### src/aac_pkg.sv
`timescale 1ns / 1ps
// Shared widths, codes and the controller command type for the activity classifier.
// No dependencies.
package aac_pkg;

  localparam int AXIS_W     = 16;
  localparam int NUM_AXES   = 3;
  localparam int SQ_W       = 32;
  localparam int ROOT_W     = 16;
  localparam int REM_W      = ROOT_W + 2;
  localparam int ROOT_STEPS = ROOT_W;
  localparam int CNT_W      = $clog2(ROOT_STEPS);
  localparam int THR_W      = 16;
  localparam int COUNT_W    = 32;
  localparam int TOTAL_W    = COUNT_W + 1;
  localparam int CLASS_W    = 2;
  localparam int CFG_IDX_W  = 8;
  localparam int CFG_DATA_W = 16;
  localparam int WINDOW_DEF = 5;

  localparam logic [THR_W-1:0] LOW_THR_RST  = THR_W'(255);
  localparam logic [THR_W-1:0] HIGH_THR_RST = THR_W'(382);

  localparam logic [CFG_IDX_W-1:0] CFG_LOW_IDX  = CFG_IDX_W'(0);
  localparam logic [CFG_IDX_W-1:0] CFG_HIGH_IDX = CFG_IDX_W'(1);

  typedef enum logic [CLASS_W-1:0] {
    CLS_INACTIVE = 2'd0,
    CLS_ACTIVE   = 2'd1,
    CLS_HIGH     = 2'd2
  } class_t;

  typedef struct packed {
    logic capture;
    logic square;
    logic root;
    logic classify;
    logic load_out;
  } cmd_t;

endpackage

### src/aac_if.sv
`timescale 1ns / 1ps
// Handshake channels of the activity classifier: sample input, result output, register writes.
// Depends on aac_pkg.
interface aac_in_if;
  logic                                 valid;
  logic                                 ready;
  logic signed [aac_pkg::AXIS_W-1:0]    accel_x;
  logic signed [aac_pkg::AXIS_W-1:0]    accel_y;
  logic signed [aac_pkg::AXIS_W-1:0]    accel_z;

  modport source (output valid, accel_x, accel_y, accel_z, input ready);
  modport sink   (input valid, accel_x, accel_y, accel_z, output ready);
endinterface

interface aac_out_if;
  logic                           valid;
  logic                           ready;
  logic [aac_pkg::CLASS_W-1:0]    activity_class;
  logic [aac_pkg::ROOT_W-1:0]     magnitude;
  logic [aac_pkg::COUNT_W-1:0]    class_count;
  logic [aac_pkg::TOTAL_W-1:0]    moving_total;

  modport source (output valid, activity_class, magnitude, class_count, moving_total,
                  input ready);
  modport sink   (input valid, activity_class, magnitude, class_count, moving_total,
                  output ready);
endinterface

interface aac_cfg_if;
  logic                              valid;
  logic                              ready;
  logic [aac_pkg::CFG_IDX_W-1:0]     index;
  logic [aac_pkg::CFG_DATA_W-1:0]    data;

  modport source (output valid, index, data, input ready);
  modport sink   (input valid, index, data, output ready);
endinterface

### src/aac_ctrl.sv
`timescale 1ns / 1ps
// Sequencing controller: steps one item through squaring, root, classification and output load.
// Depends on aac_pkg.
module aac_ctrl (
  input  logic          clk,
  input  logic          rst_n,
  input  logic          in_valid,
  output logic          in_ready,
  input  logic          out_ready,
  output logic          out_valid,
  output aac_pkg::cmd_t cmd
);

  typedef enum logic [2:0] {
    ST_IDLE,
    ST_SQUARE,
    ST_ROOT,
    ST_CLASS,
    ST_LOAD
  } state_t;

  state_t                      state_r, state_nxt;
  logic [aac_pkg::CNT_W-1:0]   cnt_r, cnt_nxt;
  logic                        out_valid_r, out_valid_nxt;
  logic                        accept;
  logic                        can_load;

  assign in_ready  = (state_r == ST_IDLE);
  assign out_valid = out_valid_r;
  assign accept    = in_valid && in_ready;
  assign can_load  = !out_valid_r || out_ready;

  always_comb begin
    cmd          = '0;
    cmd.capture  = accept;
    cmd.square   = (state_r == ST_SQUARE);
    cmd.root     = (state_r == ST_ROOT);
    cmd.classify = (state_r == ST_CLASS);
    cmd.load_out = (state_r == ST_LOAD) && can_load;
  end

  always_comb begin
    state_nxt     = state_r;
    cnt_nxt       = cnt_r;
    out_valid_nxt = out_valid_r;
    if (out_valid_r && out_ready) begin
      out_valid_nxt = 1'b0;
    end
    unique case (state_r)
      ST_IDLE: begin
        if (accept) begin
          state_nxt = ST_SQUARE;
          cnt_nxt   = '0;
        end
      end
      ST_SQUARE: begin
        if (cnt_r == aac_pkg::CNT_W'(aac_pkg::NUM_AXES - 1)) begin
          state_nxt = ST_ROOT;
          cnt_nxt   = '0;
        end else begin
          cnt_nxt = cnt_r + 1'b1;
        end
      end
      ST_ROOT: begin
        if (cnt_r == aac_pkg::CNT_W'(aac_pkg::ROOT_STEPS - 1)) begin
          state_nxt = ST_CLASS;
          cnt_nxt   = '0;
        end else begin
          cnt_nxt = cnt_r + 1'b1;
        end
      end
      ST_CLASS: begin
        state_nxt = ST_LOAD;
      end
      ST_LOAD: begin
        if (can_load) begin
          state_nxt     = ST_IDLE;
          out_valid_nxt = 1'b1;
        end
      end
      default: begin
        state_nxt = ST_IDLE;
      end
    endcase
  end

  always_ff @(posedge clk) begin
    if (!rst_n) begin
      state_r     <= ST_IDLE;
      cnt_r       <= '0;
      out_valid_r <= 1'b0;
    end else begin
      state_r     <= state_nxt;
      cnt_r       <= cnt_nxt;
      out_valid_r <= out_valid_nxt;
    end
  end

  a_load_room: assert property (@(posedge clk) disable iff (!rst_n)
    cmd.load_out |-> (!out_valid_r || out_ready))
    else $error("output loaded over an untaken item");

  a_hold_result: assert property (@(posedge clk) disable iff (!rst_n)
    (out_valid_r && !out_ready) |=> out_valid_r)
    else $error("result dropped while stalled");

  a_one_item: assert property (@(posedge clk) disable iff (!rst_n)
    accept |=> !in_ready)
    else $error("second item taken while busy");

  a_valid_source: assert property (@(posedge clk) disable iff (!rst_n)
    $rose(out_valid_r) |-> $past(state_r == ST_LOAD))
    else $error("result raised outside load");

endmodule

### src/aac_datapath.sv
`timescale 1ns / 1ps
// Datapath: shared squarer, bit-serial square root, magnitude window, class counters, outputs.
// Depends on aac_pkg.
module aac_datapath #(
  parameter int WINDOW = aac_pkg::WINDOW_DEF
) (
  input  logic                                 clk,
  input  logic                                 rst_n,
  input  aac_pkg::cmd_t                        cmd,
  input  logic signed [aac_pkg::AXIS_W-1:0]    accel_x,
  input  logic signed [aac_pkg::AXIS_W-1:0]    accel_y,
  input  logic signed [aac_pkg::AXIS_W-1:0]    accel_z,
  input  logic                                 cfg_we,
  input  logic [aac_pkg::CFG_IDX_W-1:0]        cfg_index,
  input  logic [aac_pkg::CFG_DATA_W-1:0]       cfg_data,
  output logic [aac_pkg::CLASS_W-1:0]          activity_class,
  output logic [aac_pkg::ROOT_W-1:0]           magnitude,
  output logic [aac_pkg::COUNT_W-1:0]          class_count,
  output logic [aac_pkg::TOTAL_W-1:0]          moving_total
);

  localparam int SUM_W = aac_pkg::ROOT_W + $clog2(WINDOW);
  localparam int SH_W  = aac_pkg::REM_W + 2;

  logic [aac_pkg::AXIS_W-1:0]   ax_r [aac_pkg::NUM_AXES];
  logic [aac_pkg::SQ_W-1:0]     acc_r;
  logic [aac_pkg::ROOT_W-1:0]   root_r;
  logic [aac_pkg::REM_W-1:0]    rem_r;
  logic [aac_pkg::THR_W-1:0]    low_thr_r, high_thr_r;
  logic [aac_pkg::ROOT_W-1:0]   win_r [WINDOW];
  logic [SUM_W-1:0]             sum_r;
  logic [aac_pkg::COUNT_W-1:0]  inact_cnt_r, act_cnt_r, high_cnt_r, count_r;
  aac_pkg::class_t              cls_r;
  logic [aac_pkg::CLASS_W-1:0]  out_cls_r;
  logic [aac_pkg::ROOT_W-1:0]   out_mag_r;
  logic [aac_pkg::COUNT_W-1:0]  out_cnt_r;
  logic [aac_pkg::TOTAL_W-1:0]  out_total_r;

  logic [aac_pkg::SQ_W-1:0]     square;
  logic [SH_W-1:0]              rem_sh, trial;
  logic                         root_bit;
  logic [SUM_W-1:0]             sum_nxt, low_lim, high_lim;
  aac_pkg::class_t              cls_nxt;

  function automatic logic [aac_pkg::AXIS_W-1:0] abs_axis(
    input logic signed [aac_pkg::AXIS_W-1:0] v);
    logic [aac_pkg::AXIS_W-1:0] u;
    u = v;
    return v[aac_pkg::AXIS_W-1] ? (~u + 1'b1) : u;
  endfunction

  function automatic logic [aac_pkg::COUNT_W-1:0] sat_inc(
    input logic [aac_pkg::COUNT_W-1:0] c);
    return (c == '1) ? c : c + 1'b1;
  endfunction

  assign square   = ax_r[0] * ax_r[0];
  assign rem_sh   = {rem_r, acc_r[aac_pkg::SQ_W-1 -: 2]};
  assign trial    = {2'b00, root_r, 2'b01};
  assign root_bit = (rem_sh >= trial);

  assign sum_nxt  = sum_r - SUM_W'(win_r[0]) + SUM_W'(root_r);
  assign low_lim  = SUM_W'(low_thr_r) * SUM_W'(WINDOW);
  assign high_lim = SUM_W'(high_thr_r) * SUM_W'(WINDOW);

  always_comb begin
    if (sum_nxt < low_lim) begin
      cls_nxt = aac_pkg::CLS_INACTIVE;
    end else if (sum_nxt < high_lim) begin
      cls_nxt = aac_pkg::CLS_ACTIVE;
    end else begin
      cls_nxt = aac_pkg::CLS_HIGH;
    end
  end

  // configuration registers
  always_ff @(posedge clk) begin
    if (!rst_n) begin
      low_thr_r  <= aac_pkg::LOW_THR_RST;
      high_thr_r <= aac_pkg::HIGH_THR_RST;
    end else if (cfg_we) begin
      unique case (cfg_index)
        aac_pkg::CFG_LOW_IDX:  low_thr_r  <= aac_pkg::THR_W'(cfg_data);
        aac_pkg::CFG_HIGH_IDX: high_thr_r <= aac_pkg::THR_W'(cfg_data);
        default: ;
      endcase
    end
  end

  // squaring and square root
  always_ff @(posedge clk) begin
    if (cmd.capture) begin
      ax_r[0] <= abs_axis(accel_x);
      ax_r[1] <= abs_axis(accel_y);
      ax_r[2] <= abs_axis(accel_z);
      acc_r   <= '0;
      root_r  <= '0;
      rem_r   <= '0;
    end else if (cmd.square) begin
      acc_r <= acc_r + square;
      for (int i = 0; i < aac_pkg::NUM_AXES - 1; i++) begin
        ax_r[i] <= ax_r[i+1];
      end
      ax_r[aac_pkg::NUM_AXES-1] <= ax_r[0];
    end else if (cmd.root) begin
      acc_r  <= {acc_r[aac_pkg::SQ_W-3:0], 2'b00};
      root_r <= {root_r[aac_pkg::ROOT_W-2:0], root_bit};
      rem_r  <= root_bit ? aac_pkg::REM_W'(rem_sh - trial) : aac_pkg::REM_W'(rem_sh);
    end
  end

  // window, running sum and class counters
  always_ff @(posedge clk) begin
    if (!rst_n) begin
      for (int i = 0; i < WINDOW; i++) begin
        win_r[i] <= '0;
      end
      sum_r       <= '0;
      inact_cnt_r <= '0;
      act_cnt_r   <= '0;
      high_cnt_r  <= '0;
    end else if (cmd.classify) begin
      for (int i = 0; i < WINDOW - 1; i++) begin
        win_r[i] <= win_r[i+1];
      end
      win_r[WINDOW-1] <= root_r;
      sum_r           <= sum_nxt;
      case (cls_nxt)
        aac_pkg::CLS_INACTIVE: inact_cnt_r <= sat_inc(inact_cnt_r);
        aac_pkg::CLS_ACTIVE:   act_cnt_r   <= sat_inc(act_cnt_r);
        default:               high_cnt_r  <= sat_inc(high_cnt_r);
      endcase
    end
  end

  always_ff @(posedge clk) begin
    if (cmd.classify) begin
      cls_r <= cls_nxt;
      case (cls_nxt)
        aac_pkg::CLS_INACTIVE: count_r <= sat_inc(inact_cnt_r);
        aac_pkg::CLS_ACTIVE:   count_r <= sat_inc(act_cnt_r);
        default:               count_r <= sat_inc(high_cnt_r);
      endcase
    end
  end

  // output register
  always_ff @(posedge clk) begin
    if (cmd.load_out) begin
      out_cls_r   <= cls_r;
      out_mag_r   <= root_r;
      out_cnt_r   <= count_r;
      out_total_r <= {1'b0, act_cnt_r} + {1'b0, high_cnt_r};
    end
  end

  assign activity_class = out_cls_r;
  assign magnitude      = out_mag_r;
  assign class_count    = out_cnt_r;
  assign moving_total   = out_total_r;

endmodule

### src/accel_activity_classifier_top.sv
`timescale 1ns / 1ps
// Top level of the accelerometer activity classifier.
// Depends on aac_pkg, aac_if, aac_ctrl and aac_datapath.
//
// Channels: in_ch takes one signed three-axis sample per item; out_ch returns one result
// item per sample (class, magnitude, updated class count, active plus highly active total);
// cfg_ch writes low_threshold (index 0) and high_threshold (index 1), always ready.
// Other indexes are ignored. Write registers only while no item is in flight.
// Sequence: the sample is captured at the accepting edge, then the shared 16x16 squarer works
// through the three axes, then the one-bit-per-cycle square root, one classify and one output
// load. A new item is taken only after the previous one reaches its output load; in_ch is
// ready only while the controller is idle, which it reaches after the output load.
// Reset (rst_n low, synchronous): thresholds to 255 and 382, window, running sum and
// class counters to zero, no result pending.
// Stall: the result sits in an output register while out_ch is not ready; the next item is
// taken and processed meanwhile and waits at its load step until the register frees up.
// WINDOW sets the number of magnitudes averaged (1 to 32).
module accel_activity_classifier_top #(
  parameter int WINDOW = aac_pkg::WINDOW_DEF
) (
  input  logic          clk,
  input  logic          rst_n,
  aac_in_if.sink        in_ch,
  aac_out_if.source     out_ch,
  aac_cfg_if.sink       cfg_ch
);

  aac_pkg::cmd_t cmd;

  assign cfg_ch.ready = 1'b1;

  aac_ctrl u_ctrl (
    .clk       (clk),
    .rst_n     (rst_n),
    .in_valid  (in_ch.valid),
    .in_ready  (in_ch.ready),
    .out_ready (out_ch.ready),
    .out_valid (out_ch.valid),
    .cmd       (cmd)
  );

  aac_datapath #(
    .WINDOW (WINDOW)
  ) u_datapath (
    .clk            (clk),
    .rst_n          (rst_n),
    .cmd            (cmd),
    .accel_x        (in_ch.accel_x),
    .accel_y        (in_ch.accel_y),
    .accel_z        (in_ch.accel_z),
    .cfg_we         (cfg_ch.valid),
    .cfg_index      (cfg_ch.index),
    .cfg_data       (cfg_ch.data),
    .activity_class (out_ch.activity_class),
    .magnitude      (out_ch.magnitude),
    .class_count    (out_ch.class_count),
    .moving_total   (out_ch.moving_total)
  );

endmodule

### src/flat_wrapper.sv
// flat-port wrapper written by rule: the top's interface ports become plain ports
module accel_activity_classifier_top_flat 
#(
  parameter int WINDOW = aac_pkg::WINDOW_DEF
)
  (clk, rst_n, in_ch_valid, in_ch_accel_x, in_ch_accel_y, in_ch_accel_z, in_ch_ready, out_ch_valid, out_ch_activity_class, out_ch_magnitude, out_ch_class_count, out_ch_moving_total, out_ch_ready, cfg_ch_valid, cfg_ch_index, cfg_ch_data, cfg_ch_ready);
  aac_in_if in_ch_i ();
  aac_out_if out_ch_i ();
  aac_cfg_if cfg_ch_i ();
  input  logic clk;
  input  logic rst_n;
  input wire logic [$bits(in_ch_i.valid)-1:0] in_ch_valid;
  input wire logic [$bits(in_ch_i.accel_x)-1:0] in_ch_accel_x;
  input wire logic [$bits(in_ch_i.accel_y)-1:0] in_ch_accel_y;
  input wire logic [$bits(in_ch_i.accel_z)-1:0] in_ch_accel_z;
  output wire logic [$bits(in_ch_i.ready)-1:0] in_ch_ready;
  output wire logic [$bits(out_ch_i.valid)-1:0] out_ch_valid;
  output wire logic [$bits(out_ch_i.activity_class)-1:0] out_ch_activity_class;
  output wire logic [$bits(out_ch_i.magnitude)-1:0] out_ch_magnitude;
  output wire logic [$bits(out_ch_i.class_count)-1:0] out_ch_class_count;
  output wire logic [$bits(out_ch_i.moving_total)-1:0] out_ch_moving_total;
  input wire logic [$bits(out_ch_i.ready)-1:0] out_ch_ready;
  input wire logic [$bits(cfg_ch_i.valid)-1:0] cfg_ch_valid;
  input wire logic [$bits(cfg_ch_i.index)-1:0] cfg_ch_index;
  input wire logic [$bits(cfg_ch_i.data)-1:0] cfg_ch_data;
  output wire logic [$bits(cfg_ch_i.ready)-1:0] cfg_ch_ready;
  assign in_ch_i.valid = in_ch_valid;
  assign in_ch_i.accel_x = in_ch_accel_x;
  assign in_ch_i.accel_y = in_ch_accel_y;
  assign in_ch_i.accel_z = in_ch_accel_z;
  assign in_ch_ready = in_ch_i.ready;
  assign out_ch_valid = out_ch_i.valid;
  assign out_ch_activity_class = out_ch_i.activity_class;
  assign out_ch_magnitude = out_ch_i.magnitude;
  assign out_ch_class_count = out_ch_i.class_count;
  assign out_ch_moving_total = out_ch_i.moving_total;
  assign out_ch_i.ready = out_ch_ready;
  assign cfg_ch_i.valid = cfg_ch_valid;
  assign cfg_ch_i.index = cfg_ch_index;
  assign cfg_ch_i.data = cfg_ch_data;
  assign cfg_ch_ready = cfg_ch_i.ready;
  accel_activity_classifier_top #(.WINDOW(WINDOW)) u_core (.clk(clk), .rst_n(rst_n), .in_ch(in_ch_i), .out_ch(out_ch_i), .cfg_ch(cfg_ch_i));
endmodule
### config.mk
export PLATFORM = sky130hd
export DESIGN_NAME = accel_activity_classifier_top_flat
export DESIGN_NICKNAME = d
export VERILOG_FILES = /design/src/aac_pkg.sv /design/src/aac_if.sv /design/src/aac_ctrl.sv /design/src/aac_datapath.sv /design/src/accel_activity_classifier_top.sv /design/src/flat_wrapper.sv
export SDC_FILE = /design/constraint.sdc
export NUM_CORES = 2
export LEC_CHECK = 0
export BUFFER_PORTS_ARGS = -buffer_cell sky130_fd_sc_hd__buf_2
export CAP_MARGIN = 20
export CORE_MARGIN = 10
export CORE_UTILIZATION = 35
export DETAILED_ROUTE_END_ITERATION = 16
export PLACE_DENSITY_LB_ADDON = 0.3
export SLEW_MARGIN = 0
export SYNTH_ARGS = -nofsm -noshare
export SYNTH_HDL_FRONTEND = slang
export SYNTH_SLANG_ARGS = --single-unit
### constraint.sdc
create_clock -name clk -period 7.37 [get_ports clk]
set_clock_uncertainty 0.2 [all_clocks]
set_input_delay 0.3685 -clock clk [delete_from_list [all_inputs] [get_ports clk]]
set_output_delay 0.3685 -clock clk [all_outputs]
set_load 0.005 [all_outputs]
# == Word level (Yosys, flattened, before mapping) ==
# Memories as Yosys holds them, arrays and structs flattened.
# Cells that the tools add are included.
# totals
reg_bits,338
latch_bits,0
ramBits,128
mem_bits_ro,0
input_bits,77
output_inout_bits,86
word_cells,126
mem_count,2
# mem_list
memory,depth,width,rd,rd_ports_with_merged_regs,write_ports,line,source
u_core.u_datapath.win_r,5,16,5,0,5,aac_datapath.sv:30,logic [aac_pkg::ROOT_W-1:0] win_r [WINDOW];
u_core.u_datapath.ax_r,3,16,3,0,3,aac_datapath.sv:25,logic [aac_pkg::AXIS_W-1:0] ax_r [aac_pkg::NUM_AXES];
# classes
addsub,12
multipliers,3
n_div,0
order_cmp,3
eq_ne,15
shift,0
muxes,41
bitwise,13
n_reduce_logical,19
# op_table
operator,count
two-way mux 16 bit,11
two-way mux 32 bit,5
adder 32 x 1 -> 32 bit (second input constant),3
equality test 32 bit (second input constant),3
one-hot mux 32 bit (2 select lines),1
adder 16 x 1 -> 16 bit (second input constant),3
inverter 16 bit,3
< comparator 19 bit,2
multiplier 16 x 3 -> 19 bit (second input constant),2
adder 32 x 32 -> 33 bit,1
adder 32 bit,1
multiplier 16 x 16 -> 32 bit,1
>= comparator 20 x 18 -> 1 bit,1
adder 19 x 16 -> 19 bit,1
subtractor 19 x 16 -> 19 bit,1
two-way mux 18 bit,1
subtractor 18 bit,1
one-hot mux 3 bit (5 select lines),1
AND reduction 2 bit,7
two-way mux 1 bit,12
two-way mux 3 bit,4
two-way mux 4 bit,3
one-hot mux 4 bit (3 select lines),1
equality test 8 x 1 -> 1 bit (second input constant),1
22 further kinds,36

# == Longest topological paths before layout ==
# An unclocked memory read counts as a cell.
# depth
depth_word,10
depth_mapped,26
ltp_nobuf,24

# == Modules after synthesis ==
# A second synthesis with hierarchy kept.
# hier_totals
cells_unflattened,3722
hier_area_um2,35001.1
# by_module_without_submodules
mod,n_inst,cells_each,area_each_um2,seq_area_each_um2
aac_datapath,1,3661,34529.4,11621.1
aac_ctrl,1,59,460.4,160.2
accel_activity_classifier_top,1,2,11.3,0.0

# == Worst setup path after synthesis ==
# OpenSTA, ideal clock, no wires.
# synth_timing
path_kind,flip-flop to flip-flop
start,memory u_core.u_datapath.ax_r[0][4] in the netlist's numbering
end,register u_core.u_datapath.acc_r[31] in the netlist's numbering
arrival_ns,6.085
required_ns,7.038
setup_slack_ns,0.953
stages_incl_launch_ff,23
cell_sequence,edfxtp_1 clkbuf_1 buf_1 nand2_1 fa_1 inv_1 fa_1 fa_1 fa_1 fa_1 inv_1 fa_1 inv_1 ha_1 nand2_1 a211oi_1 o22ai_1 a221oi_1 a41o_1 a41o_1 nor2_1 a31oi_1 a31oi_1
# synth_rtl
item,line,source
start: declaration,aac_datapath.sv:25,
end signal: assignment,aac_datapath.sv:100,acc_r <= acc_r + square;
end signal: assignment,aac_datapath.sv:106,"acc_r <= {acc_r[aac_pkg::SQ_W-3:0], 2'b00};"
end: declaration,aac_datapath.sv:26,logic [aac_pkg::SQ_W-1:0] acc_r;

==> reports/results.ini <==
[status]
status=finished clean

[timing]
rsz0062_at_grt=no
finalCritPeriodShare_pct=92.4
hold_viol_final=0
tns_ns=0
finalCriticalPeriod_ns=6.81
max_freq_ghz=0.147
worst_pin_slew_ns=1.08
setup_viol=0
finalMaxSlewViolations=0
slew_headroom_pct=28.1

[detailed_routing]
firstDrtPassIters=5
top_layer=met4
wl_met3_um=4720
wl_met2_um=36400
ant_nets=0
drt-wirelength-per-cell_um=16.7
first_iter_violations=1514
wirelength_met1_um=44500
routed_wl_um=87300
drt_drc_violations_left=0
vias=26029
routed_via_density=4.97

[critical_path]
max_stage_delay_ns=0.77
cpLargestDelayFamily=adder cells
critical_path_class=reg -> reg
r2r-start=u_core.u_datapath.ax_r[0][11]$_DFFE_PP_
required_ns=7.65
worstPathMaxFanout=17
cpMaxStageDelayCell=edfxtp_1
r2r-end=u_core.u_datapath.acc_r[31]$_SDFFE_PP0P_
crit_top_cell=fa_1
r2r_cells=21
worst_setup_path_start_kind=flip-flop
arrival_ns=7.09
crit_chain=nand2_1 > fa_1 > fa_1 > fa_1 > inv_1 > fa_1 > fa_1 > inv_1 > fa_1 > inv_1 > ha_1 > o21ai_0 > a211oi_1 > o22ai_1 > a221oi_1 > buf_4 > a41o_1 > a41o_1 > nor2_1 > a31oi_1 > a31oi_1
r2r_slack_ns=0.56
cp_num_buf_inv=4
cp-end-kind=flip-flop

[place]
dpl-instance-area_sq_um=37200
io_buffers=161
gp_congestion=0.862
dp_hpwl_um=65700

[synth]
syn_nets=4283
netlist_instances=3721
synth_top_area_share_pct=21.1
synth.avg_cell_area_sq_um=9.39
yosysTopAreaCell=edfxtp_1
synth_edf_count=245
ys.warnings.count=0
ys_types=81
yosysSeqAreaShare_pct=33.7
syn_area_sq_um=34900
synth_seq_cells=466
synth-async-reset-ratio_pct=0
synth_area_leaders=edfxtp_1 (21%), dfxtp_1 (13%), fa_1 (12%), ha_1 (9.7%), inv_1 (5.0%)
ys.flop_type=edfxtp_1

[clocking]
cts_tree=done
htree_levels=2
cts_buffers=53
ctsLongestPathBuffers=3
clk_latency_ns=0.62
clkSinkCount=466
clkTransAtPathRegs_ns=0.07
cts_setup_buffers=0
root_buffer=clkbuf_16

[global_routing]
grt_overflow=0
antenna_found_initial=1
grt_pass1_vias=25727
grt_first_pass_wirelength_um=140000
grt.total_usage_pct=15.2
grt_max_degree=113

[floorplanning]
dieArea_sq_um=113000
ios=163
die_x_um=336
rows=115
initial_core_util_pct=35.4
fp.dieH_um=336
coreArea_sq_um=98700

[flow_run]
maxCapViolations=0

[layout]
postLayoutCoreUtil_pct=40.3
area_delta_synth_final_pct=13.9
drive_gt1_share_pct=8.66
fin_nets=4467
fin_area_sq_um=39800
diodes=0

[hold_path]
whs_path_depth=3
holdPathEnd=u_core.u_datapath.ax_r[0][4]$_DFFE_PP_
hold_path.class=in -> reg
worstHoldStart=in_ch_accel_x[4]

[flip-flops by register name, indices dropped and copies added, names as in the netlist]
name and flops:
u_core.u_datapath.high_thr_r 16, u_core.u_datapath.cls_r 2, u_core.u_datapath.count_r 32, u_core.u_datapath.magnitude 16, u_core.u_datapath.low_thr_r 16, u_core.u_datapath.class_count 32, u_core.u_ctrl.state_r 3, u_core.u_datapath.high_cnt_r 32
u_core.u_datapath.sum_r 19, u_core.u_ctrl.cnt_r 4, u_core.u_datapath.inact_cnt_r 32, u_core.u_ctrl.out_valid 1, u_core.u_datapath.acc_r 32, u_core.u_datapath.moving_total 33, u_core.u_datapath.activity_class 2, u_core.u_datapath.root_r 16
u_core.u_datapath.ax_r 48, u_core.u_datapath.act_cnt_r 32, u_core.u_datapath.rem_r 18, u_core.u_datapath.win_r 80
[cells in the mapped netlist (all sizes together), types with 49 or more instances]
library cell and count:
inv 465, nand2 386, ha 272, edfxtp 245
dfxtp 221, fa 213, o21ai 181, xor2 177
a21oi 158, xnor2 153, nor2 148, and2 147
clkbuf 123, and3 117, nand3 86, nor3 75
a21o 49, mux2i 49
[per-stage QoR]
step           hold slack [ns]  std cells  setup WS [ns]
4_1_cts                0.00195       5233          0.595
3_5_place_dp             0.205       5066          0.618
2_1_floorplan            0.200       3721          0.953
3_3_place_gp             0.202       5066          0.689
6_report                0.0225       5236          0.562
5_1_grt                 0.0584       5236          0.167
[worst max path at each step]
| stage | startpoint | slack (ns) | cells after the start | endpoint |
|---|---|---|---|---|
| global route | u_core.u_datapath.ax_r[0][11]$_DFFE_PP_ | 0.17 | 21 | u_core.u_datapath.acc_r[31]$_SDFFE_PP0P_ |
| CTS | u_core.u_datapath.ax_r[0][11]$_DFFE_PP_ | 0.60 | 21 | u_core.u_datapath.acc_r[31]$_SDFFE_PP0P_ |
| floorplan | u_core.u_datapath.ax_r[0][4]$_DFFE_PP_ | 0.95 | 22 | u_core.u_datapath.acc_r[31]$_SDFFE_PP0P_ |
| finish | u_core.u_datapath.ax_r[0][11]$_DFFE_PP_ | 0.56 | 21 | u_core.u_datapath.acc_r[31]$_SDFFE_PP0P_ |
| global placement | u_core.u_datapath.ax_r[0][10]$_DFFE_PP_ | 0.69 | 23 | u_core.u_datapath.acc_r[31]$_SDFFE_PP0P_ |
| detailed placement | u_core.u_datapath.ax_r[0][11]$_DFFE_PP_ | 0.62 | 21 | u_core.u_datapath.acc_r[31]$_SDFFE_PP0P_ |
[cell type report]
class / instances / area [sq um]
clock buffer: 72 / 1490
clock inverter: 27 / 372
fill: 9710 / 58900
inverter: 465 / 1750
multi-input combinational: 2642 / 20900
sequential: 466 / 11800
tap: 1287 / 1610
timing repair buffer: 277 / 1900
[layer usage]
layer  vias to the layer above  GRT usage, %
met5                         -             0
met4                         0          3.51
met3                        98          2.53
met2                       503          22.4
met1                     12467          22.8
li1                      12961             -
[worst register-to-register path, stage by stage (launching register included)]
cell and delay (ns):
edfxtp_1 0.77, nand2_1 0.25, fa_1 0.62, fa_1 0.45, fa_1 0.51, inv_1 0.05
fa_1 0.47, fa_1 0.54, inv_1 0.05, fa_1 0.52, inv_1 0.04, ha_1 0.33
o21ai_0 0.14, a211oi_1 0.27, o22ai_1 0.13, a221oi_1 0.30, buf_4 0.19, a41o_1 0.26
a41o_1 0.26, nor2_1 0.06, a31oi_1 0.14, a31oi_1 0.09
[timing repair]
item / CTS / global route
hold buffers: 68 / 1
resized for setup: 0 / 0
endpoints found under the hold margin: 86 / 2
endpoints found under the setup margin: 0 / 0
[cell families after synthesis]
family	share of synthesized area, %
buffers and inverters	6.60
xor gates and xnor gates	8.34
and+or+nand+nor	16.9
adders and majority gates	21.9
DFF	33.7
muxes	1.57
AOI/OAI and AO/OA	10.9
other	0.0107
[placed cells by master (no fill, tap or decap), types with 27 or more instances in the layout]
cell type	n
nand4_1	37
o211ai_1	35
and3_1	116
xnor2_1	153
dlygate4sd3_1	69
dfxtp_1	221
xor2_1	177
nor3_1	71
ha_1	272
nand2b_1	27
buf_2	160
nand3_1	85
buf_4	44
inv_1	463
and2_1	144
a21oi_1	158
nor2b_1	40
nand2_1	385
mux2i_1	49
o21ai_0	178
fa_1	213
nor2_1	146
clkbuf_16	53
a21o_1	48
edfxtp_1	245
Power is left out: the tool's default activity adds up to more than one toggle a clock period on the data nets, which glitch-free logic cannot reach.
